**config.mk**
```make
export PLATFORM = sky130hd
export DESIGN_NAME = ppm_stream_header_parser
export DESIGN_NICKNAME = d
export VERILOG_FILES = /design/src/hdl/ppmhp_pkg.sv /design/src/hdl/ppmhp_num_acc.sv /design/src/hdl/ppmhp_core.sv /design/src/hdl/ppm_stream_header_parser.sv
export SDC_FILE = /design/constraint.sdc
export NUM_CORES = 1
export LEC_CHECK = 0
export ABC_CLOCK_PERIOD_IN_PS = 6980
export BUFFER_PORTS_ARGS = -buffer_cell sky130_fd_sc_hd__buf_2
export CAP_MARGIN = 10
export CORE_UTILIZATION = 50
export DETAILED_ROUTE_END_ITERATION = 8
export PLACE_DENSITY = 0.69
export SYNTH_ARGS = -nofsm -noshare
export SYNTH_HDL_FRONTEND = slang
export SYNTH_SLANG_ARGS = --single-unit
```
**constraint.sdc**
```tcl
create_clock -name i_clk -period 6.98 [get_ports i_clk]
set_input_delay 1.396 -clock i_clk [delete_from_list [all_inputs] [get_ports i_clk]]
set_output_delay 1.396 -clock i_clk [all_outputs]
set_load 0.01 [all_outputs]
```
**src/hdl/ppmhp_pkg.sv**
```systemverilog
package ppmhp_pkg;

    // Parse phases of the header and data sequencer.
    typedef enum logic [2:0] {
        PH_LETTER  = 3'd0,
        PH_TYPE    = 3'd1,
        PH_SPACE   = 3'd2,
        PH_WIDTH   = 3'd3,
        PH_HEIGHT  = 3'd4,
        PH_MAXVAL  = 3'd5,
        PH_DATA    = 3'd6,
        PH_IDLE    = 3'd7
    } t_phase;

    localparam logic [1:0] KIND_HEADER = 2'd0;
    localparam logic [1:0] KIND_PIXEL  = 2'd1;
    localparam logic [1:0] KIND_ERROR  = 2'd2;

    localparam logic [1:0] ERR_MAGIC     = 2'd0;
    localparam logic [1:0] ERR_MAXVAL    = 2'd1;
    localparam logic [1:0] ERR_TRUNCATED = 2'd2;
    localparam logic [1:0] ERR_DIMENSION = 2'd3;

    localparam logic [1:0] BPP_GRAY  = 2'd1;
    localparam logic [1:0] BPP_COLOR = 2'd2;

    localparam logic [7:0] CH_P     = 8'h50;
    localparam logic [7:0] CH_FIVE  = 8'h35;
    localparam logic [7:0] CH_SIX   = 8'h36;
    localparam logic [7:0] CH_HASH  = 8'h23;
    localparam logic [7:0] CH_LF    = 8'h0A;
    localparam logic [7:0] CH_CR    = 8'h0D;
    localparam logic [7:0] CH_TAB   = 8'h09;
    localparam logic [7:0] CH_SPACE = 8'h20;
    localparam logic [7:0] CH_ZERO  = 8'd48;
    localparam logic [7:0] CH_NINE  = 8'd57;

    localparam int MAXVAL_OK = 255;

    typedef struct packed {
        logic        valid;
        logic [1:0]  kind;
        logic [7:0]  pixel;
        logic [15:0] width;
        logic [15:0] height;
        logic [1:0]  bpp;
        logic [1:0]  err;
        logic        last;
    } t_result;

endpackage

```
**src/hdl/ppmhp_num_acc.sv**
```systemverilog
module ppmhp_num_acc import ppmhp_pkg::*; #(
    parameter int DIM_BITS = 16
) (
    input  logic              i_clk,
    input  logic              i_rst_n,
    input  logic              i_step,
    input  logic              i_active,
    input  logic              i_clear,
    input  logic [7:0]        i_byte,
    output logic              o_term,
    output logic [DIM_BITS:0] o_value
);

    localparam int AW = DIM_BITS + 1;
    localparam int PW = AW + 4;
    localparam logic [AW-1:0] SAT = {1'b1, {DIM_BITS{1'b0}}};

    logic [AW-1:0] r_acc;
    logic [AW-1:0] n_acc;
    logic          r_comment;
    logic          n_comment;
    logic          is_digit;
    logic [3:0]    digit;
    logic [PW-1:0] prod;

    assign is_digit = (i_byte >= CH_ZERO) && (i_byte <= CH_NINE);
    assign digit    = 4'(i_byte - CH_ZERO);
    assign prod     = (PW'(r_acc) << 3) + (PW'(r_acc) << 1) + PW'(digit);

    // A number ends at the first byte outside a comment that is neither a digit nor a comment start.
    assign o_term  = i_active && !r_comment && (i_byte != CH_HASH) && !is_digit;
    assign o_value = r_acc;

    always_comb begin
        n_acc     = r_acc;
        n_comment = r_comment;
        if (i_clear) begin
            n_acc     = '0;
            n_comment = 1'b0;
        end else if (i_active) begin
            if (r_comment) begin
                if (i_byte == CH_LF) begin
                    n_comment = 1'b0;
                end
            end else if (i_byte == CH_HASH) begin
                n_comment = 1'b1;
            end else if (is_digit) begin
                // Saturate so that any oversized value stays oversized.
                n_acc = (prod > PW'(SAT)) ? SAT : prod[AW-1:0];
            end else begin
                n_acc = '0;
            end
        end
    end

    always_ff @(posedge i_clk) begin
        if (!i_rst_n) begin
            r_acc     <= '0;
            r_comment <= 1'b0;
        end else if (i_step) begin
            r_acc     <= n_acc;
            r_comment <= n_comment;
        end
    end

endmodule

```
**src/hdl/ppmhp_core.sv**
```systemverilog
module ppmhp_core import ppmhp_pkg::*; #(
    parameter int DIM_BITS = 16
) (
    input  logic       i_clk,
    input  logic       i_rst_n,
    input  logic       i_step,
    input  logic [7:0] i_byte,
    input  logic       i_eos,
    output t_result    o_res
);

    localparam int AREA_W = 2 * DIM_BITS;
    localparam int REM_W  = 2 * DIM_BITS + 1;

    t_phase              r_phase;
    t_phase              n_phase;
    logic                r_color;
    logic [DIM_BITS-1:0] r_width;
    logic [DIM_BITS-1:0] r_height;
    logic [AREA_W-1:0]   r_area;
    logic [REM_W-1:0]    r_remaining;
    logic [REM_W-1:0]    rem_dec;
    logic                num_active;
    logic                num_clear;
    logic                num_term;
    logic [DIM_BITS:0]   num_value;
    logic                space_ok;
    logic                dim_big;
    logic                maxval_ok;

    assign num_active = !i_eos &&
        ((r_phase == PH_WIDTH) || (r_phase == PH_HEIGHT) || (r_phase == PH_MAXVAL));
    assign num_clear  = i_eos || (r_phase == PH_SPACE);
    assign space_ok   = (i_byte == CH_LF) || (i_byte == CH_CR) ||
                        (i_byte == CH_TAB) || (i_byte == CH_SPACE);
    assign dim_big    = num_value[DIM_BITS];
    assign maxval_ok  = (num_value == (DIM_BITS + 1)'(MAXVAL_OK));
    assign rem_dec    = (r_remaining != '0) ? r_remaining - 1'b1 : r_remaining;

    ppmhp_num_acc #(
        .DIM_BITS (DIM_BITS)
    ) u_num_acc (
        .i_clk    (i_clk),
        .i_rst_n  (i_rst_n),
        .i_step   (i_step),
        .i_active (num_active),
        .i_clear  (num_clear),
        .i_byte   (i_byte),
        .o_term   (num_term),
        .o_value  (num_value)
    );

    always_comb begin
        n_phase = r_phase;
        if (i_step) begin
            if (i_eos) begin
                n_phase = PH_LETTER;
            end else begin
                unique case (r_phase)
                    PH_LETTER: n_phase = (i_byte == CH_P) ? PH_TYPE : PH_IDLE;
                    PH_TYPE: begin
                        n_phase = ((i_byte == CH_FIVE) || (i_byte == CH_SIX)) ?
                                  PH_SPACE : PH_IDLE;
                    end
                    PH_SPACE: n_phase = space_ok ? PH_WIDTH : PH_IDLE;
                    PH_WIDTH: begin
                        if (num_term) begin
                            n_phase = dim_big ? PH_IDLE : PH_HEIGHT;
                        end
                    end
                    PH_HEIGHT: begin
                        if (num_term) begin
                            n_phase = dim_big ? PH_IDLE : PH_MAXVAL;
                        end
                    end
                    PH_MAXVAL: begin
                        if (num_term) begin
                            n_phase = (maxval_ok && (r_area != '0)) ? PH_DATA : PH_IDLE;
                        end
                    end
                    PH_DATA: n_phase = (rem_dec == '0) ? PH_IDLE : PH_DATA;
                    PH_IDLE: n_phase = PH_IDLE;
                    default: n_phase = PH_IDLE;
                endcase
            end
        end
    end

    always_comb begin
        o_res = '0;
        if (i_step) begin
            if (i_eos) begin
                unique case (r_phase)
                    PH_TYPE, PH_SPACE: begin
                        o_res.valid = 1'b1;
                        o_res.kind  = KIND_ERROR;
                        o_res.err   = ERR_MAGIC;
                    end
                    PH_WIDTH, PH_HEIGHT, PH_MAXVAL: begin
                        o_res.valid = 1'b1;
                        o_res.kind  = KIND_ERROR;
                        o_res.err   = ERR_TRUNCATED;
                    end
                    PH_DATA: begin
                        o_res.valid = (r_remaining != '0);
                        o_res.kind  = o_res.valid ? KIND_ERROR : KIND_HEADER;
                        o_res.err   = o_res.valid ? ERR_TRUNCATED : ERR_MAGIC;
                    end
                    default: o_res = '0;
                endcase
            end else begin
                unique case (r_phase)
                    PH_LETTER: begin
                        o_res.valid = (i_byte != CH_P);
                        o_res.kind  = o_res.valid ? KIND_ERROR : KIND_HEADER;
                        o_res.err   = ERR_MAGIC;
                    end
                    PH_TYPE: begin
                        o_res.valid = (i_byte != CH_FIVE) && (i_byte != CH_SIX);
                        o_res.kind  = o_res.valid ? KIND_ERROR : KIND_HEADER;
                        o_res.err   = ERR_MAGIC;
                    end
                    PH_SPACE: begin
                        o_res.valid = !space_ok;
                        o_res.kind  = o_res.valid ? KIND_ERROR : KIND_HEADER;
                        o_res.err   = ERR_MAGIC;
                    end
                    PH_WIDTH, PH_HEIGHT: begin
                        if (num_term && dim_big) begin
                            o_res.valid = 1'b1;
                            o_res.kind  = KIND_ERROR;
                            o_res.err   = ERR_DIMENSION;
                        end
                    end
                    PH_MAXVAL: begin
                        if (num_term) begin
                            o_res.valid = 1'b1;
                            if (!maxval_ok) begin
                                o_res.kind = KIND_ERROR;
                                o_res.err  = ERR_MAXVAL;
                            end else begin
                                o_res.kind   = KIND_HEADER;
                                o_res.width  = 16'(r_width);
                                o_res.height = 16'(r_height);
                                o_res.bpp    = r_color ? BPP_COLOR : BPP_GRAY;
                                o_res.last   = (r_area == '0);
                            end
                        end
                    end
                    PH_DATA: begin
                        o_res.valid = 1'b1;
                        o_res.kind  = KIND_PIXEL;
                        o_res.pixel = i_byte;
                        o_res.last  = (rem_dec == '0);
                    end
                    default: o_res = '0;
                endcase
            end
        end
    end

    always_ff @(posedge i_clk) begin
        if (!i_rst_n) begin
            r_phase <= PH_LETTER;
        end else begin
            r_phase <= n_phase;
        end
    end

    // The area product is registered when the height closes, ahead of its use when the maxval closes.
    always_ff @(posedge i_clk) begin
        if (!i_rst_n) begin
            r_color     <= 1'b0;
            r_width     <= '0;
            r_height    <= '0;
            r_area      <= '0;
            r_remaining <= '0;
        end else if (i_step) begin
            if (i_eos) begin
                r_color     <= 1'b0;
                r_remaining <= '0;
            end else begin
                if (r_phase == PH_TYPE) begin
                    r_color <= (i_byte == CH_SIX);
                end
                if ((r_phase == PH_WIDTH) && num_term) begin
                    r_width <= num_value[DIM_BITS-1:0];
                end
                if ((r_phase == PH_HEIGHT) && num_term) begin
                    r_height <= num_value[DIM_BITS-1:0];
                    r_area   <= r_width * num_value[DIM_BITS-1:0];
                end
                if ((r_phase == PH_MAXVAL) && num_term && maxval_ok) begin
                    r_remaining <= r_color ? {r_area, 1'b0} : {1'b0, r_area};
                end
                if (r_phase == PH_DATA) begin
                    r_remaining <= rem_dec;
                end
            end
        end
    end

endmodule

```
**src/hdl/ppm_stream_header_parser.sv**
```systemverilog
// A result is presented from the result register after its request has passed the input
// register; a stalled result ahead of it holds the result register.
// Throughput: one request per cycle while no held result stalls the output; the width times height
// product is formed and registered when the height number closes.
// Reset is synchronous and active low; it returns the parser to waiting for
// the letter P and empties the input and result registers.
module ppm_stream_header_parser import ppmhp_pkg::*; #(
    parameter int DIM_BITS = 16
) (
    input  logic        i_clk,
    input  logic        i_rst_n,
    input  logic        i_valid,
    output logic        o_stall,
    input  logic [7:0]  i_stream_byte,
    input  logic        i_end_of_stream,
    output logic        o_valid,
    input  logic        i_stall,
    output logic [1:0]  o_result_kind,
    output logic [7:0]  o_pixel_byte,
    output logic [15:0] o_image_width,
    output logic [15:0] o_image_height,
    output logic [1:0]  o_bytes_per_pixel,
    output logic [1:0]  o_error_code,
    output logic        o_last_item
);

    logic       r_in_valid;
    logic [7:0] r_in_byte;
    logic       r_in_eos;
    logic       r_out_valid;
    t_result    r_out;
    t_result    res;
    logic       advance;
    logic       step;

    // The input register moves on whenever the result register is free or draining.
    assign advance = !r_out_valid || !i_stall;
    assign step    = r_in_valid && advance;
    assign o_stall = r_in_valid && !advance;

    ppmhp_core #(
        .DIM_BITS (DIM_BITS)
    ) u_core (
        .i_clk   (i_clk),
        .i_rst_n (i_rst_n),
        .i_step  (step),
        .i_byte  (r_in_byte),
        .i_eos   (r_in_eos),
        .o_res   (res)
    );

    always_ff @(posedge i_clk) begin
        if (!i_rst_n) begin
            r_in_valid <= 1'b0;
        end else if (i_valid && !o_stall) begin
            r_in_valid <= 1'b1;
        end else if (advance) begin
            r_in_valid <= 1'b0;
        end
    end

    always_ff @(posedge i_clk) begin
        if (i_valid && !o_stall) begin
            r_in_byte <= i_stream_byte;
            r_in_eos  <= i_end_of_stream;
        end
    end

    always_ff @(posedge i_clk) begin
        if (!i_rst_n) begin
            r_out_valid <= 1'b0;
        end else if (advance) begin
            r_out_valid <= step && res.valid;
        end
    end

    always_ff @(posedge i_clk) begin
        if (advance) begin
            r_out <= res;
        end
    end

    assign o_valid           = r_out_valid;
    assign o_result_kind     = r_out.kind;
    assign o_pixel_byte      = r_out.pixel;
    assign o_image_width     = r_out.width;
    assign o_image_height    = r_out.height;
    assign o_bytes_per_pixel = r_out.bpp;
    assign o_error_code      = r_out.err;
    assign o_last_item       = r_out.last;

`ifndef SYNTHESIS
    a_held_request_kept: assert property (@(posedge i_clk) disable iff (!i_rst_n)
        (r_in_valid && !advance) |=> r_in_valid)
        else $error("held request dropped from the input register");

    a_quiet_after_last: assert property (@(posedge i_clk) disable iff (!i_rst_n)
        (o_valid && !i_stall && (o_result_kind == KIND_PIXEL) && o_last_item) |=> !o_valid)
        else $error("result right after the last data byte");

    a_header_bpp: assert property (@(posedge i_clk) disable iff (!i_rst_n)
        (o_valid && (o_result_kind == KIND_HEADER)) |->
        ((o_bytes_per_pixel == BPP_GRAY) || (o_bytes_per_pixel == BPP_COLOR)))
        else $error("header result with bad bytes per pixel");
`endif

endmodule

```
Word-level counts from Yosys, hierarchy flattened
Index checks and enable logic that the tools add are counted.
{"block": "op_classes", "n_addsub": 4, "n_mul": 1, "div": 0, "order_cmp": 3, "n_eq_ne": 25, "shifts": 0, "muxes": 54, "bitwise_logic": 6, "n_reduce_logical": 54}
{"operator": "33-bit two-way mux", "n": 5}
{"operator": "17-bit two-way mux", "n": 6}
{"operator": "48-bit two-way mux", "n": 2}
{"operator": "34-bit two-way mux", "n": 2}
{"operator": "37-bit two-way mux", "n": 1}
{"operator": "33-bit zero test", "n": 1}
{"operator": "33-bit nonzero test", "n": 1}
{"operator": "33-bit by 1-bit subtractor with 33-bit output (second input constant)", "n": 1}
{"operator": "8-bit by 6-bit equality test with 1-bit output (second input constant)", "n": 4}
{"operator": "32-bit zero test", "n": 1}
{"operator": "16-bit by 16-bit multiplier with 32-bit output", "n": 1}
{"operator": "32-bit nonzero test", "n": 1}
{"operator": "3-bit two-way mux", "n": 9}
{"operator": "8-bit by 4-bit equality test with 1-bit output (second input constant)", "n": 3}
{"operator": "8-bit by 6-bit != test with 1-bit output (second input constant)", "n": 3}
{"operator": "3-bit one-hot mux with 8 select lines", "n": 1}
{"operator": "20-bit by 18-bit adder with 21-bit output", "n": 1}
{"operator": "21-bit by 4-bit adder with 21-bit output", "n": 1}
{"operator": "21-bit by 17-bit > comparator with 1-bit output (second input constant)", "n": 1}
{"operator": "2-bit two-way mux", "n": 9}
{"operator": "3-bit one-hot mux with 6 select lines", "n": 1}
{"operator": "17-bit by 8-bit equality test with 1-bit output (second input constant)", "n": 1}
{"operator": "1-bit logical AND", "n": 16}
{"operator": "1-bit two-way mux", "n": 13}
{"operator": "other kinds (26)", "n": 62}
{"block": "word_totals", "regBits": 177, "latchBits": 0, "ramBits": 0, "romBits": 0, "inputBits": 13, "out_inout_bits": 49, "word_cells": 166, "n_memories": 0}

Logic depth before layout (Yosys ltp)
Gate-level depths: netlist (run 1).
{"block": "logic_depth", "word_depth": 13, "ltp_mapped": 24, "mapped_depth_nobuf": 22}

Cells and area by module
A second synthesis (run 1) with hierarchy kept.
{"block": "unflattened", "cells_unflattened": 2066, "area_unflattened_um2": 18186.2}
{"module": "ppmhp_core", "n_inst": 1, "cells_each": 1791, "area_each_um2": 14605.3, "seq_area_each_um2": 2021.9}
{"module": "ppmhp_num_acc", "n_inst": 1, "cells_each": 210, "area_each_um2": 1813.0, "seq_area_each_um2": 360.3}
{"module": "ppm_stream_header_parser", "n_inst": 1, "cells_each": 65, "area_each_um2": 1767.9, "seq_area_each_um2": 1721.7}

Least setup slack after synthesis (run 1)
No wires, ideal clock.
{"block": "synth_path", "kind": "register to register", "from": "register u_core.u_num_acc.r_acc[7], in the netlist u_core.u_num_acc.o_value[7]", "to": "register u_core.r_area[31]", "setup_ps": 101, "arrival_ps": 6297, "required_ps": 6879, "setup_slack_ps": 582, "path_stages_with_launch": 24, "n_path_buf": 2, "period_less_slack_ps": 6398, "path_cell_list": "dfxtp_1 -> clkbuf_1 -> clkbuf_1 -> nand2_1 -> fa_1 -> inv_1 -> fa_1 -> inv_1 -> fa_1 -> inv_1 -> fa_1 -> fa_1 -> inv_1 -> fa_1 -> inv_1 -> ha_1 -> and4_1 -> o2111a_1 -> o31ai_1 -> a21oi_1 -> a2111oi_0 -> nor3_1 -> and4_1 -> o41ai_1"}
{"block": "synth_via", "elab_chain_cells": 1}
{"element": "from (decl)", "line": "ppmhp_num_acc.sv:18", "rtl": "logic [AW-1:0] r_acc;"}
{"element": "from (signal assigned)", "line": "ppmhp_num_acc.sv:61", "rtl": "r_acc <= n_acc;"}
{"element": "16-bit by 16-bit multiplier with 32-bit output", "line": "ppmhp_core.sv:191", "rtl": "r_area <= r_width * num_value[DIM_BITS-1:0];"}
{"element": "to (signal assigned)", "line": "ppmhp_core.sv:191"}
{"element": "to (decl)", "line": "ppmhp_core.sv:20", "rtl": "logic [AREA_W-1:0] r_area;"}
No other way between the ends.
A chain may end at the register's enable or synchronous reset.

Final worst setup path (run 1)
{"block": "layout_path", "from": "register u_core.u_num_acc.r_acc[1], in the netlist u_core.u_num_acc.o_value[1]", "to": "register u_core.r_area[31]"}
The elaborated chain is that of the path after synthesis.

==> results.rst, run 1 <==
.. list-table::
   :header-rows: 1

   * - Metric
     - Value
   * - Result of the run
     - finished, final reports clean
   * - Power share of the sequential group
     - 0.491
   * - Static Leak
     - 0.00901 uW
   * - Post-route setup TNS
     - 0 ps
   * - Share of flip-flops with an asynchronous set or reset after synthesis
     - 0
   * - Clock slew at reported path FFs
     - 70 ps
   * - EDFF count, synth
     - 56
   * - Highest ir drop seen on vdd
     - 0.170 mV
   * - Highest attainable clock frequency
     - 152 MHz
   * - Simple-gate share of the synthesized area
     - 0.219
   * - Wire length of the first global-routing pass
     - between 80,000 and 90,000 um
   * - Via count of the first global-routing pass
     - between 15,000 and 20,000
   * - TritonRoute pass-1 iters
     - 5
   * - Startpoint types
     - flip-flop
   * - Most common cell after layout, fill and taps aside
     - sky130_fd_sc_hd__nand2_1
   * - All-layer global routing usage
     - 0.286
   * - Share of synthesized cell area in full adder, half adder and majority cells
     - 0.312
   * - Synthesized Nets
     - 2,476
   * - Final worst path period share
     - 0.943
   * - Number of buffers added for setup after CTS
     - 0
   * - Setup repair after global routing missed its margin
     - false
   * - Design internal power
     - 1630 uW
   * - Critical setup path kind
     - reg2reg
   * - Most repeated library cell on the critical path
     - sky130_fd_sc_hd__fa_1
   * - Number of hold-repair buffers added at the cts stage
     - 0
   * - Mean post-synth cell area
     - 8.51 um2
   * - CTS H-Tree Depth
     - 4
   * - Antenna violations before repair
     - 1
   * - Total placed cells including tap cells
     - 2,566
   * - Multi-input logic area
     - 12,600 um2
   * - Slew Viols, Final
     - 0
   * - Number of buffers added by the clock tree synthesis step
     - 17
   * - Clock root cell
     - sky130_fd_sc_hd__clkbuf_16
   * - Final hold viol count
     - 0
   * - Final worst clock skew
     - ~17 ps
   * - Post-CTS resize count
     - 0
   * - Fraction of final layout cells with drive strength greater than 1
     - 0.0711
   * - Final core utilization
     - 0.545
   * - Worst setup EP type
     - flip-flop
   * - Combinational share of power
     - 0.069
   * - Core ar.
     - 35,600 um2
   * - Final setup violating endpoints
     - 0
   * - Slowest library cell on the worst path
     - sky130_fd_sc_hd__dfxtp_1
   * - Largest stage delay on the critical path
     - 960 ps
   * - Avg WL per Cell
     - 19.3 um
   * - Dominant combinational cell family by area after synthesis
     - adder cells
   * - Final Wtd Congestion
     - 0.952
   * - Worst-skew pair later-pin latency
     - 470 ps
   * - Die Span Y
     - 192 um
   * - Total detailed-routing wirelength
     - 50,100 um
   * - Data arrival time of the worst path
     - 6940 ps
   * - Maximum number of pins on one net before global-route repair
     - 96
   * - Filler Cells Inserted
     - 3,306
   * - Layout area overhead
     - 7.10%
   * - Transition time at the pin with the least slew margin
     - ~1200 ps
   * - Number of buffers on the longest clock path
     - 2
   * - PD cells
     - about 110 nW/um2
   * - Share of power burned in the clock network
     - 0.440
   * - Worst max-slew margin expressed relative to the limit
     - 0.223
   * - Type of the worst min-delay path
     - reg2reg
   * - Commonest cells after routing, fill and taps aside
     - sky130_fd_sc_hd__nand2_1 (351), sky130_fd_sc_hd__inv_1 (246), sky130_fd_sc_hd__fa_1 (196)
   * - Largest driver fanout on the critical path
     - 22
   * - Global-route congestion overflow total
     - 0
   * - Initial standard-cell utilization of the core
     - 0.509
   * - Count of max-cap constraint violations
     - 0
   * - Antenna-violating nets left
     - 0
   * - Via count
     - 15,400
   * - Required time of the worst setup path
     - between 7000 and 8000 ps
   * - Diode count
     - 0
   * - Compound-Gate Fraction of Synth Area
     - 0.127
   * - Layout Cells excl Fill
     - around 2,600
   * - Ordered cell list for the critical path
     - nand2_1 > fa_1 > fa_1 > fa_1 > inv_1 > fa_1 > fa_1 > inv_1 > fa_1 > inv_1 > ha_1 > and4_1 > o2111a_1 > o31ai_1 > a21oi_1 > a2111oi_0 > buf_4 > nor3_1 > and4_1 > o41ai_1
   * - Clk sink count
     - 177
   * - Flop and latch count out of synthesis
     - roughly 180
   * - Number of vias per cell
     - 5.91
   * - I/O pin total
     - 62
   * - TritonCTS clock tree
     - done
   * - Post-route minimum period
     - 6580 ps
   * - Detailed placement HPWL
     - 37,300 um
   * - Nets
     - 2,471
   * - Cell count after synthesis
     - 2,129
   * - Synth warnings
     - 0
   * - Area share of xor/xnor cells in the synthesized design
     - 0.0189
   * - First-iteration detailed-routing DRC count
     - ~1,200
   * - Unique masters post-synth
     - 73
   * - Summed instance area of the synthesized netlist
     - 18,100 um2
   * - Post-synthesis mux area share
     - 0.0194
   * - Sw Share
     - 0.270
   * - Die area
     - 37,000 um2
   * - Switching power summed over all nets
     - between 600 and 700 uW
   * - Share of synthesized area occupied by flip-flops and latches
     - 0.227
   * - Number of buffer cells added on primary ports
     - 61
   * - Flip-flop and latch area
     - 4110 um2
   * - Standard-cell row count
     - slightly below 70
   * - Most common flop cell mapped by yosys
     - sky130_fd_sc_hd__dfxtp_1
   * - DRC
     - 0
   * - Chip width
     - about 190 um
cell usage after synthesis, types with 7 or more instances:
library cell / number / area, um2
sky130_fd_sc_hd__nand4_1: 13 / 81.3
sky130_fd_sc_hd__or3_1: 11 / 68.8
sky130_fd_sc_hd__ha_1: 138 / 1730
sky130_fd_sc_hd__nand3_1: 38 / 190
sky130_fd_sc_hd__edfxtp_1: 56 / 1680
sky130_fd_sc_hd__o22ai_1: 7 / 43.8
sky130_fd_sc_hd__xor2_1: 14 / 123
sky130_fd_sc_hd__o21a_1: 16 / 120
sky130_fd_sc_hd__and2_1: 117 / 732
sky130_fd_sc_hd__or4_1: 9 / 67.6
sky130_fd_sc_hd__mux2i_1: 34 / 340
sky130_fd_sc_hd__o211ai_1: 15 / 113
sky130_fd_sc_hd__a22oi_1: 10 / 75.1
sky130_fd_sc_hd__inv_1: 247 / 927
sky130_fd_sc_hd__a21oi_1: 137 / 686
sky130_fd_sc_hd__nor2_1: 93 / 349
sky130_fd_sc_hd__nand2_1: 352 / 1320
sky130_fd_sc_hd__o21ai_0: 73 / 365
sky130_fd_sc_hd__a31oi_1: 13 / 81.3
sky130_fd_sc_hd__o31ai_1: 19 / 143
sky130_fd_sc_hd__clkbuf_1: 114 / 428
sky130_fd_sc_hd__and3_1: 52 / 325
sky130_fd_sc_hd__a21o_1: 18 / 135
sky130_fd_sc_hd__nand2b_1: 11 / 68.8
sky130_fd_sc_hd__nor2b_1: 9 / 56.3
sky130_fd_sc_hd__dfxtp_1: 121 / 2420
sky130_fd_sc_hd__nor3_1: 32 / 160
sky130_fd_sc_hd__xnor2_1: 25 / 219
sky130_fd_sc_hd__o32ai_1: 7 / 61.3
sky130_fd_sc_hd__fa_1: 196 / 3920
sky130_fd_sc_hd__nand3b_1: 8 / 60.1
sky130_fd_sc_hd__a211oi_1: 12 / 90.1
sky130_fd_sc_hd__nor4_1: 27 / 169
sequential cells by signal (all words and copies together), names as in the netlist:
| signal | count |
|---|---|
| u_core.u_num_acc.r_comment | 1 |
| r_in_valid | 1 |
| u_core.u_num_acc.o_value | 17 |
| u_core.r_width | 16 |
| r_in_byte | 8 |
| o_image_width | 16 |
| u_core.r_phase | 3 |
| o_valid | 1 |
| u_core.r_area | 32 |
| o_result_kind | 2 |
| o_bytes_per_pixel | 2 |
| u_core.r_remaining | 33 |
| o_error_code | 2 |
| u_core.r_height | 16 |
| o_last_item | 1 |
| u_core.r_color | 1 |
| r_in_eos | 1 |
| o_image_height | 16 |
| o_pixel_byte | 8 |
power by group through the flow:
stage               sequential (uW)  combinational (uW)  clock (uW)
finish                         1090                 154         979
global route                   1090                 168        1020
CTS                            1090                 152         988
detailed placement             1120                 151           0
global placement               1120                 150           0
floorplan                      1110                98.2           0
worst max-delay path: cells and delay by family (launching register included):
family / cells / cell delay, ps
flops: 1 / 960
buf+inv: 4 / 340
simple gates: 4 / 710
fa+ha+maj: 7 / 3360
compound gates: 5 / 1100
routing by layer:
metal,track usage,vias up,share of wire
li1,-,7133,-
met1,0.376,7612,0.44
met2,0.477,500,0.48
met3,0.0366,110,0.051
met4,0.114,0,0.034
met5,0,-,0
kinds of logic (layout without fill, tap and decap cells):
family | Yosys count | after routing
buffers and inverters | 369 | 377
AND/OR/NAND/NOR | 805 | 805
multiplexers | 35 | 35
AO/OA/AOI/OAI | 370 | 370
flip-flops | 177 | 177
XOR/XNOR | 39 | 39
adder cells (fa/ha/maj) | 334 | 334
metrics by stage:
step | instance area (um2) | power [uW] | hold WS, ps | worst slack [ps]
after global placement | 18800 | 1270 | 438 | 546
after CTS | 19400 | 2230 | 454 | 423
after global routing | 19400 | 2290 | 469 | 11.0
after floorplan | 18100 | 1210 | 432 | 582
after detailed placement | 18800 | 1270 | 444 | 441
final | 19400 | 2230 | 452 | 401
final timing paths:
check	from	end	slack (ps)	depth (start not counted)
max	u_core.u_num_acc.o_value[1]	u_core.r_area[31]	400	20
max reg2reg	u_core.u_num_acc.o_value[1]	u_core.r_area[31]	400	20
min reg2reg	u_core.r_height[0]	u_core.r_height[0]	450	2
min	u_core.r_height[0]	u_core.r_height[0]	450	2
final cells by class:
| type | instances | share of cell area |
|---|---|---|
| Clock buffer | 18 | 0.0221 |
| Clock inverter | 14 | 0.00768 |
| Inverter | 247 | 0.0478 |
| Multi-Input combinational cell | 1583 | 0.651 |
| Sequential cell | 177 | 0.212 |
| Tap cell | 461 | 0.0297 |
| Timing Repair Buffer | 98 | 0.0301 |
Note: power is estimated with default switching activity, not from simulation.
==> inputs of run 2 (changes only) <==
- ABC_AREA: unset -> 1
==> run 2 against run 1 <==
  * Critical endpoint unchanged
  * Maximum frequency is 1.4% higher
  * Sequential power hardly changed
  * Global-route usage is 1.8 points lower
  * Clock skew is 1.4 ps lower
  * Critical path depth is 2 lower
  * Sequential cell count stayed put
==> results.rst, run 2 <==
.. list-table::
   :header-rows: 1

   * - Metric
     - Value
   * - Detailed placement HPWL
     - 37,900 um (+1.7%)
   * - Number of buffers on the longest clock path
     - 2 (unchanged)
   * - Chip width
     - 195 um (+1.3%)
   * - Type of the worst min-delay path
     - reg2reg
   * - CTS H-Tree Depth
     - 4 (unchanged)
   * - Share of the synthesized area in the top cell type
     - 0.211 (-0.00560)
   * - Largest driver fanout on the critical path
     - 22 (unchanged)
   * - Number of buffers added for setup after CTS
     - 0 (unchanged)
   * - All-layer global routing usage
     - 0.268 (-0.0185)
   * - Worst setup EP type
     - flip-flop
   * - Avg WL per Cell
     - 16.2 um (-16%)
   * - Nets
     - 2,870 (+16%)
   * - Share of flip-flops with an asynchronous set or reset after synthesis
     - 0 (unchanged)
   * - TritonRoute pass-1 iters
     - 7 (+2)
   * - Reg with most FFs
     - u_core.r_remaining
   * - Fraction of final layout cells with drive strength greater than 1
     - 0.0619 (-0.00922)
   * - TritonCTS clock tree
     - done
   * - Die Span Y
     - 195 um (+1.3%)
   * - Clock root cell
     - sky130_fd_sc_hd__clkbuf_16
   * - Most numerous cell types in the synthesized netlist
     - sky130_fd_sc_hd__inv_1 (505), sky130_fd_sc_hd__nand2_1 (504), sky130_fd_sc_hd__nor2_1 (289), sky130_fd_sc_hd__fa_1 (196), sky130_fd_sc_hd__a21oi_1 (145)
   * - Final setup violating endpoints
     - 0 (unchanged)
   * - Share of synthesized area occupied by flip-flops and latches
     - 0.221 (-0.00586)
   * - Data arrival time of the worst path
     - 6800 ps (-140 ps)
   * - Post-route minimum period
     - 6490 ps (-91.9 ps)
   * - Antenna violations before repair
     - 0 (-1)
   * - Result of the run
     - finished, final reports clean
   * - Highest attainable clock frequency
     - 154 MHz (+1.4%)
   * - Worst max-slew margin expressed relative to the limit
     - 0.328 (+0.106)
   * - Layout area overhead
     - 6.43%
   * - Mean post-synth cell area
     - 7.35 um2 (-14%)
   * - EDFF count, synth
     - 56 (unchanged)
   * - Flop and latch count out of synthesis
     - 177 (unchanged)
   * - Transition time at the pin with the least slew margin
     - 1010 ps (-160 ps)
   * - Setup repair after global routing missed its margin
     - false
   * - DRC
     - 0 (unchanged)
   * - Final hold viol count
     - 0 (unchanged)
   * - Commonest cells after routing, fill and taps aside
     - sky130_fd_sc_hd__inv_1 (505), sky130_fd_sc_hd__nand2_1 (503), sky130_fd_sc_hd__nor2_1 (289)
   * - Largest register FFs
     - 33 (unchanged)
   * - Antenna-violating nets left
     - 0 (unchanged)
   * - Synth warnings
     - 0 (unchanged)
   * - Standard-cell row count
     - 70 (+1.4%)
   * - Dominant cells by area after synthesis
     - sky130_fd_sc_hd__fa_1 (21%), sky130_fd_sc_hd__dfxtp_1 (13%), sky130_fd_sc_hd__inv_1 (10%), sky130_fd_sc_hd__nand2_1 (10%), sky130_fd_sc_hd__ha_1 (9.3%)
   * - PD cells
     - 119 nW/um2 (+3.7%)
   * - Die area
     - 38,000 um2 (+2.6%)
   * - Final worst path period share
     - 0.929 (-0.0132)
   * - Pre-CTS worst setup slack
     - 620 ps (+179 ps)
   * - Via count
     - 16,300 (+5.9%)
   * - Most common flop cell mapped by yosys
     - sky130_fd_sc_hd__dfxtp_1
   * - Most common cell after layout, fill and taps aside
     - sky130_fd_sc_hd__inv_1
   * - Initial standard-cell utilization of the core
     - 0.508 (-0.00135)
   * - Worst-skew pair later-pin latency
     - 450 ps (-20 ps)
   * - Via count of the first global-routing pass
     - 16,600 (+6.2%)
   * - Cell with the most instances after synthesis
     - sky130_fd_sc_hd__inv_1
   * - Cell count after synthesis
     - 2,528 (+19%)
   * - Final worst clock skew
     - 15.2 ps (-1.43 ps)
   * - Number of hold-repair buffers added at the cts stage
     - 0 (unchanged)
   * - Post-CTS resize count
     - 0 (unchanged)
   * - Number of buffers added by the clock tree synthesis step
     - 17 (unchanged)
   * - I/O pin total
     - 62 (unchanged)
   * - Highest ir drop seen on vdd
     - 0.165 mV (-3.2%)
   * - Clock slew at reported path FFs
     - 70 ps (about the same)
   * - Global-route congestion overflow total
     - 0 (unchanged)
   * - Number of vias per cell
     - 5.41 (-8.4%)
   * - Slew Viols, Final
     - 0 (unchanged)
   * - Wire length of the first global-routing pass
     - 81,600 um (-0.69%)
   * - Required time of the worst setup path
     - 7290 ps (-50 ps)
   * - Count of max-cap constraint violations
     - 0 (unchanged)
   * - Summed instance area of the synthesized netlist
     - 18,600 um2 (+2.7%)
   * - First-iteration detailed-routing DRC count
     - 1,052 (-14%)
   * - Most area-hungry cell type in the Yosys netlist
     - sky130_fd_sc_hd__fa_1
   * - Total detailed-routing wirelength
     - 48,500 um (-3.2%)
   * - Worst-case setup margin in the final layout
     - 493 ps (+91.9 ps)
   * - Core ar.
     - 36,600 um2 (+2.9%)
   * - Unique masters post-synth
     - 49 (-33%)
   * - Final Wtd Congestion
     - 0.934 (-1.9%)
   * - Post-route setup TNS
     - 0 ps (unchanged)
   * - Startpoint types
     - flip-flop
   * - Critical setup path kind
     - reg2reg
   * - Clk sink count
     - 177 (unchanged)
   * - Diode count
     - 0 (unchanged)
   * - Synthesized Nets
     - 2,875 (+16%)
   * - Maximum number of pins on one net before global-route repair
     - 99 (+3.1%)
   * - Static Leak
     - 0.0105 uW (+16%)
   * - Number of buffer cells added on primary ports
     - 61 (unchanged)
## run 2: report_power, final
group / total, uW / switching, uW / internal (uW) / leakage (uW)
logic: 322 / 226 / 96.4 / 0.00859
registers: 1110 / 24.1 / 1080 / 0.00164
clock network: 926 / 459 / 467 / 0.000264
total: 2360 / 709 / 1650 / 0.0105
## run 2: critical path: stages (launching register included)
cell	delay, ps
sky130_fd_sc_hd__dfxtp_1	930
sky130_fd_sc_hd__nand2_1	200
sky130_fd_sc_hd__fa_1	530
sky130_fd_sc_hd__fa_1	510
sky130_fd_sc_hd__inv_1	50
sky130_fd_sc_hd__fa_1	570
sky130_fd_sc_hd__fa_1	430
sky130_fd_sc_hd__fa_1	490
sky130_fd_sc_hd__inv_1	50
sky130_fd_sc_hd__fa_1	470
sky130_fd_sc_hd__inv_1	40
sky130_fd_sc_hd__ha_1	370
sky130_fd_sc_hd__nand2_1	140
sky130_fd_sc_hd__nor4_1	530
sky130_fd_sc_hd__nand4_1	280
sky130_fd_sc_hd__nand3_1	280
sky130_fd_sc_hd__a31oi_1	130
sky130_fd_sc_hd__xor2_1	240
sky130_fd_sc_hd__a21oi_1	90
## run 2: final timing paths
kind         slack, ps                  end                         from  cells past startpoint
max                490    u_core.r_area[31]  u_core.u_num_acc.o_value[8]                     18
max reg2reg        490    u_core.r_area[31]  u_core.u_num_acc.o_value[8]                     18
min                450  u_core.r_height[14]          u_core.r_height[14]                      2
min reg2reg        450  u_core.r_height[14]          u_core.r_height[14]                      2
## run 2: layer usage
metal / GRT usage / wire [um]
met5: 0 / 0
met4: 0.0954 / 1430
met3: 0.0283 / 2610
met2: 0.460 / 23200
met1: 0.349 / 21300
## run 2: kinds of logic (layout without fill, tap and decap cells)
group | after synthesis | after routing | share of synthesized area
AO/OA/AOI/OAI | 335 | 335 | 0.0985
XOR/XNOR | 51 | 51 | 0.0240
adder cells (fa/ha/maj) | 334 | 334 | 0.304
buffers and inverters | 630 | 638 | 0.131
flip-flops | 177 | 177 | 0.221
AND/OR/NAND/NOR | 1001 | 1001 | 0.222
## run 2: final cells by class
type / instances / area [um2]
clock buffer: 17 / 425
clock inverter: 15 / 126
fill: 3553 / 16800
inverter: 513 / 1930
multi-input combinational: 1721 / 12100
sequential: 177 / 4100
tap: 468 / 586
timing repair buffer: 93 / 546
## run 2: through the flow
stage | hold slack (ps) | power [uW] | instance area [um2] | cells | utilization
2_1_floorplan | 430 | 1360 | 18600 | 2528 | -
3_3_place_gp | 440 | 1440 | 19200 | 2972 | 0.525
3_5_place_dp | 444 | 1440 | 19200 | 2972 | 0.525
4_1_cts | 455 | 2360 | 19800 | 3004 | 0.540
5_1_grt | 470 | 2450 | 19800 | 3004 | 0.540
6_report | 453 | 2360 | 19800 | 3004 | 0.540
==> inputs of run 3 (changes only) <==
- SYNTH_HIERARCHICAL: unset -> 1
==> run 3 against run 2 <==
  * Count of clock-buffer cells in the layout up 1
  * Setup slack better by 240 ps
  * Wire length up 9.2%
  * Clock power up 2.8%
  * First-iteration DRC count up 8.1%
  * Sequential cell count unchanged
  * Area after synthesis up 4.2%
  * Non-clock buffer count down 4
  * Cell area up 4.0%
  * Total power down 8.9%
  * Clock skew up 2.4 ps
  * Maximum frequency up 3.8%
  * Critical path type unchanged
==> results.rst, run 3 <==
.. list-table::
   :header-rows: 1

   * - Metric
     - Value
   * - Result of the run
     - finished, final reports clean
   * - Sw Share
     - 0.256 (-0.0447)
   * - Avg WL per Cell
     - 16.6 um (+2.9%)
   * - Synth warnings
     - 6 (+6)
   * - Antenna-violating nets left
     - 0 (unchanged)
   * - Critical setup path kind
     - reg2reg
   * - Largest driver fanout on the critical path
     - 17 (-23%)
   * - Initial standard-cell utilization of the core
     - 0.511 (+0.00271)
   * - Via count of the first global-routing pass
     - 17,100 (+3.3%)
   * - Design internal power
     - 1600 uW (-3.1%)
   * - Transition time at the pin with the least slew margin
     - 1170 ps (+165 ps)
   * - Global-route congestion overflow total
     - 0 (unchanged)
   * - DRC
     - 0 (unchanged)
   * - Post-route setup TNS
     - 0 ps (unchanged)
   * - Worst setup EP type
     - flip-flop
   * - Number of buffer cells added on primary ports
     - 61 (unchanged)
   * - Final Wtd Congestion
     - 0.944 (+1.1%)
   * - Nets
     - 3,008 (+4.8%)
   * - Share of flip-flops with an asynchronous set or reset after synthesis
     - 0 (unchanged)
   * - Type of the worst min-delay path
     - reg2reg
   * - Startpoint types
     - flip-flop
   * - Largest register FFs
     - 33 (unchanged)
   * - Most numerous cell types in the synthesized netlist
     - sky130_fd_sc_hd__nand2_1 (626), sky130_fd_sc_hd__inv_1 (578), sky130_fd_sc_hd__nor2_1 (202), sky130_fd_sc_hd__fa_1 (196), sky130_fd_sc_hd__a21oi_1 (160)
   * - Detailed placement HPWL
     - 41,800 um (+10%)
   * - Final setup violating endpoints
     - 0 (unchanged)
   * - Number of buffers added by the clock tree synthesis step
     - 17 (unchanged)
   * - Dominant cells by area after synthesis
     - sky130_fd_sc_hd__fa_1 (20%), sky130_fd_sc_hd__dfxtp_1 (13%), sky130_fd_sc_hd__nand2_1 (12%), sky130_fd_sc_hd__inv_1 (11%), sky130_fd_sc_hd__ha_1 (8.9%)
   * - Power after layout
     - 2150 uW (-8.9%)
   * - Highest ir drop seen on vdd
     - 0.157 mV (-5.1%)
   * - Number of hold-repair buffers added at the cts stage
     - 0 (unchanged)
   * - Wire length of the first global-routing pass
     - 88,400 um (+8.3%)
   * - EDFF count, synth
     - 56 (unchanged)
   * - Clk sink count
     - 177 (unchanged)
   * - Die area
     - 39,500 um2 (+4.1%)
   * - First-iteration detailed-routing DRC count
     - 1,137 (+8.1%)
   * - Worst-skew pair later-pin latency
     - 470 ps (+20 ps)
   * - Highest attainable clock frequency
     - 160 MHz (+3.8%)
   * - Cell with the most instances after synthesis
     - sky130_fd_sc_hd__nand2_1
   * - Final hold slack
     - 457 ps (+3.16 ps)
   * - Final worst path period share
     - 0.895 (-0.0341)
   * - Summed instance area of the synthesized netlist
     - 19,400 um2 (+4.2%)
   * - Count of max-cap constraint violations
     - 0 (unchanged)
   * - Number of buffers on the longest clock path
     - 2 (unchanged)
   * - Required time of the worst setup path
     - 7390 ps (+100 ps)
   * - Final worst clock skew
     - 17.6 ps (+2.44 ps)
   * - Chip width
     - 199 um (+2.0%)
   * - Static Leak
     - 0.0109 uW (+4.3%)
   * - Reg with most FFs
     - u_core/r_remaining
   * - Power share of the sequential group
     - 0.501 (+0.031)
   * - Total detailed-routing wirelength
     - 53,000 um (+9.2%)
   * - Share of power burned in the clock network
     - 0.443 (+0.050)
   * - Slew Viols, Final
     - 0 (unchanged)
   * - Setup repair after global routing missed its margin
     - false
   * - All-layer global routing usage
     - 0.288 (+0.0202)
   * - Synthesized Nets
     - 3,017 (+4.9%)
   * - Most area-hungry cell type in the Yosys netlist
     - sky130_fd_sc_hd__fa_1
   * - Die Span Y
     - 199 um (+2.0%)
   * - Flop and latch count out of synthesis
     - 177 (unchanged)
   * - Total placed cells including tap cells
     - 3,153 (+6.1%)
   * - Core ar.
     - 37,900 um2 (+3.6%)
   * - Share of the synthesized area in the top cell type
     - 0.203 (-0.00844)
   * - Fraction of final layout cells with drive strength greater than 1
     - 0.0797 (+0.0177)
   * - Standard-cell row count
     - 71 (+1.4%)
   * - Most common flop cell mapped by yosys
     - sky130_fd_sc_hd__dfxtp_1
   * - Clock root cell
     - sky130_fd_sc_hd__clkbuf_16
   * - Most common cell after layout, fill and taps aside
     - sky130_fd_sc_hd__nand2_1
   * - TritonRoute pass-1 iters
     - 6 (-1)
   * - Share of synthesized area occupied by flip-flops and latches
     - 0.212 (-0.00883)
   * - Switching power summed over all nets
     - 550 uW (-22%)
   * - Layout area overhead
     - 6.27%
   * - Number of buffers added for setup after CTS
     - 0 (unchanged)
   * - Cell count after synthesis
     - 2,670 (+5.6%)
   * - CTS H-Tree Depth
     - 4 (unchanged)
   * - Commonest cells after routing, fill and taps aside
     - sky130_fd_sc_hd__nand2_1 (624), sky130_fd_sc_hd__inv_1 (578), sky130_fd_sc_hd__nor2_1 (201)
   * - Post-route minimum period
     - 6250 ps (-238 ps)
   * - PD cells
     - 104 nW/um2 (-12%)
   * - Filler Cells Inserted
     - 3,699 (+4.1%)
   * - Mean post-synth cell area
     - 7.25 um2 (-1.4%)
   * - Data arrival time of the worst path
     - 6660 ps (-140 ps)
   * - Via count
     - 17,000 (+4.6%)
   * - Layout Cells excl Fill
     - 3,186 (+6.1%)
   * - Maximum number of pins on one net before global-route repair
     - 60 (-39%)
   * - Worst max-slew margin expressed relative to the limit
     - 0.217 (-0.111)
   * - Combinational share of power
     - 0.056 (-0.081)
   * - I/O pin total
     - 62 (unchanged)
   * - Unique masters post-synth
     - 53 (+8.2%)
   * - Number of vias per cell
     - 5.34 (-1.4%)
   * - TritonCTS clock tree
     - done
   * - Antenna violations before repair
     - 0 (unchanged)
   * - Clock slew at reported path FFs
     - 80 ps (about the same)
   * - Final hold viol count
     - 0 (unchanged)
   * - Post-CTS resize count
     - 0 (unchanged)
[run 3: changes by cell type in the layout (fill, tap and decap cells not counted), moves of 15 or more]
cell	change
sky130_fd_sc_hd__o21ai_0	-28
sky130_fd_sc_hd__nand3_1	+31
sky130_fd_sc_hd__o211ai_1	+28
sky130_fd_sc_hd__a211oi_1	-15
sky130_fd_sc_hd__nand2_1	+121
sky130_fd_sc_hd__nand3_2	+21
sky130_fd_sc_hd__nor3_1	-40
sky130_fd_sc_hd__inv_1	+73
sky130_fd_sc_hd__nor2_1	-88
sky130_fd_sc_hd__a21oi_1	+15
sky130_fd_sc_hd__xor2_1	-16
[run 3: per-stage QoR]
step | utilization | worst slack (ps) | cell area, um2
after floorplan | - | 1310 | 19400
after global placement | 0.528 | 862 | 20000
after detailed placement | 0.528 | 767 | 20000
after CTS | 0.542 | 750 | 20600
after global routing | 0.542 | 307 | 20600
final | 0.543 | 731 | 20600
[run 3: cell type report]
class,instances,area (um2),share of cell area
clock buffers,18,429,0.0209
well taps,511,639,0.0311
inverters,591,2220,0.108
diodes,1,2.50,0.000122
multi-input cells,1785,12500,0.609
repair buffers,89,515,0.0250
flip-flops and latches,177,4100,0.199
clock inverters,14,130,0.00632
[run 3: logic make-up after synthesis]
kind of cell	count (synthesis)	synth area share
flip-flops	177	0.212
AO/OA/AOI/OAI	337	0.0986
XOR/XNOR	31	0.0140
buffers and inverters	708	0.141
adder cells (fa/ha/maj)	334	0.292
AND/OR/NAND/NOR	1083	0.243
[run 3: worst paths after layout]
path | startpoint | endpoint | slack, ps | cells past startpoint
setup / recovery | u_core/r_width[10] | u_core/r_area[31] | 730 | 21
hold / removal | u_core/r_height[8] | u_core/r_height[8] | 460 | 2
setup reg to reg | u_core/r_width[10] | u_core/r_area[31] | 730 | 21
hold reg to reg | u_core/r_height[8] | u_core/r_height[8] | 460 | 2
[run 3: power by group through the flow]
stage          combinational [uW]  sequential, uW  clock, uW
6_report                      120            1070        952
5_1_grt                       133            1080       1010
4_1_cts                       118            1070        968
3_5_place_dp                  118            1100          0
3_3_place_gp                  117            1100          0
2_1_floorplan                80.2            1100          0
[run 3: metal layers]
metal	wire [um]	vias to the layer above	track usage
met5	0	-	0
met4	1620	0	0.126
met3	3330	98	0.0420
met2	24300	579	0.464
met1	23700	8132	0.384
li1	-	8193	-
[run 3: critical path, stage by stage, from the launching register on]
cell and delay (ps):
sky130_fd_sc_hd__dfxtp_1 850, sky130_fd_sc_hd__nand2_1 200, sky130_fd_sc_hd__fa_1 560, sky130_fd_sc_hd__fa_1 580, sky130_fd_sc_hd__fa_1 440, sky130_fd_sc_hd__fa_1 550, sky130_fd_sc_hd__inv_1 60, sky130_fd_sc_hd__fa_1 530
sky130_fd_sc_hd__inv_1 50, sky130_fd_sc_hd__fa_1 520, sky130_fd_sc_hd__inv_1 40, sky130_fd_sc_hd__ha_1 330, sky130_fd_sc_hd__nand2_1 130, sky130_fd_sc_hd__nor2_1 120, sky130_fd_sc_hd__inv_1 40, sky130_fd_sc_hd__o21ai_0 380
sky130_fd_sc_hd__a21oi_1 190, sky130_fd_sc_hd__o21ai_0 240, sky130_fd_sc_hd__a21oi_1 90, sky130_fd_sc_hd__o21ai_0 140, sky130_fd_sc_hd__nand2_1 80, sky130_fd_sc_hd__inv_1 60
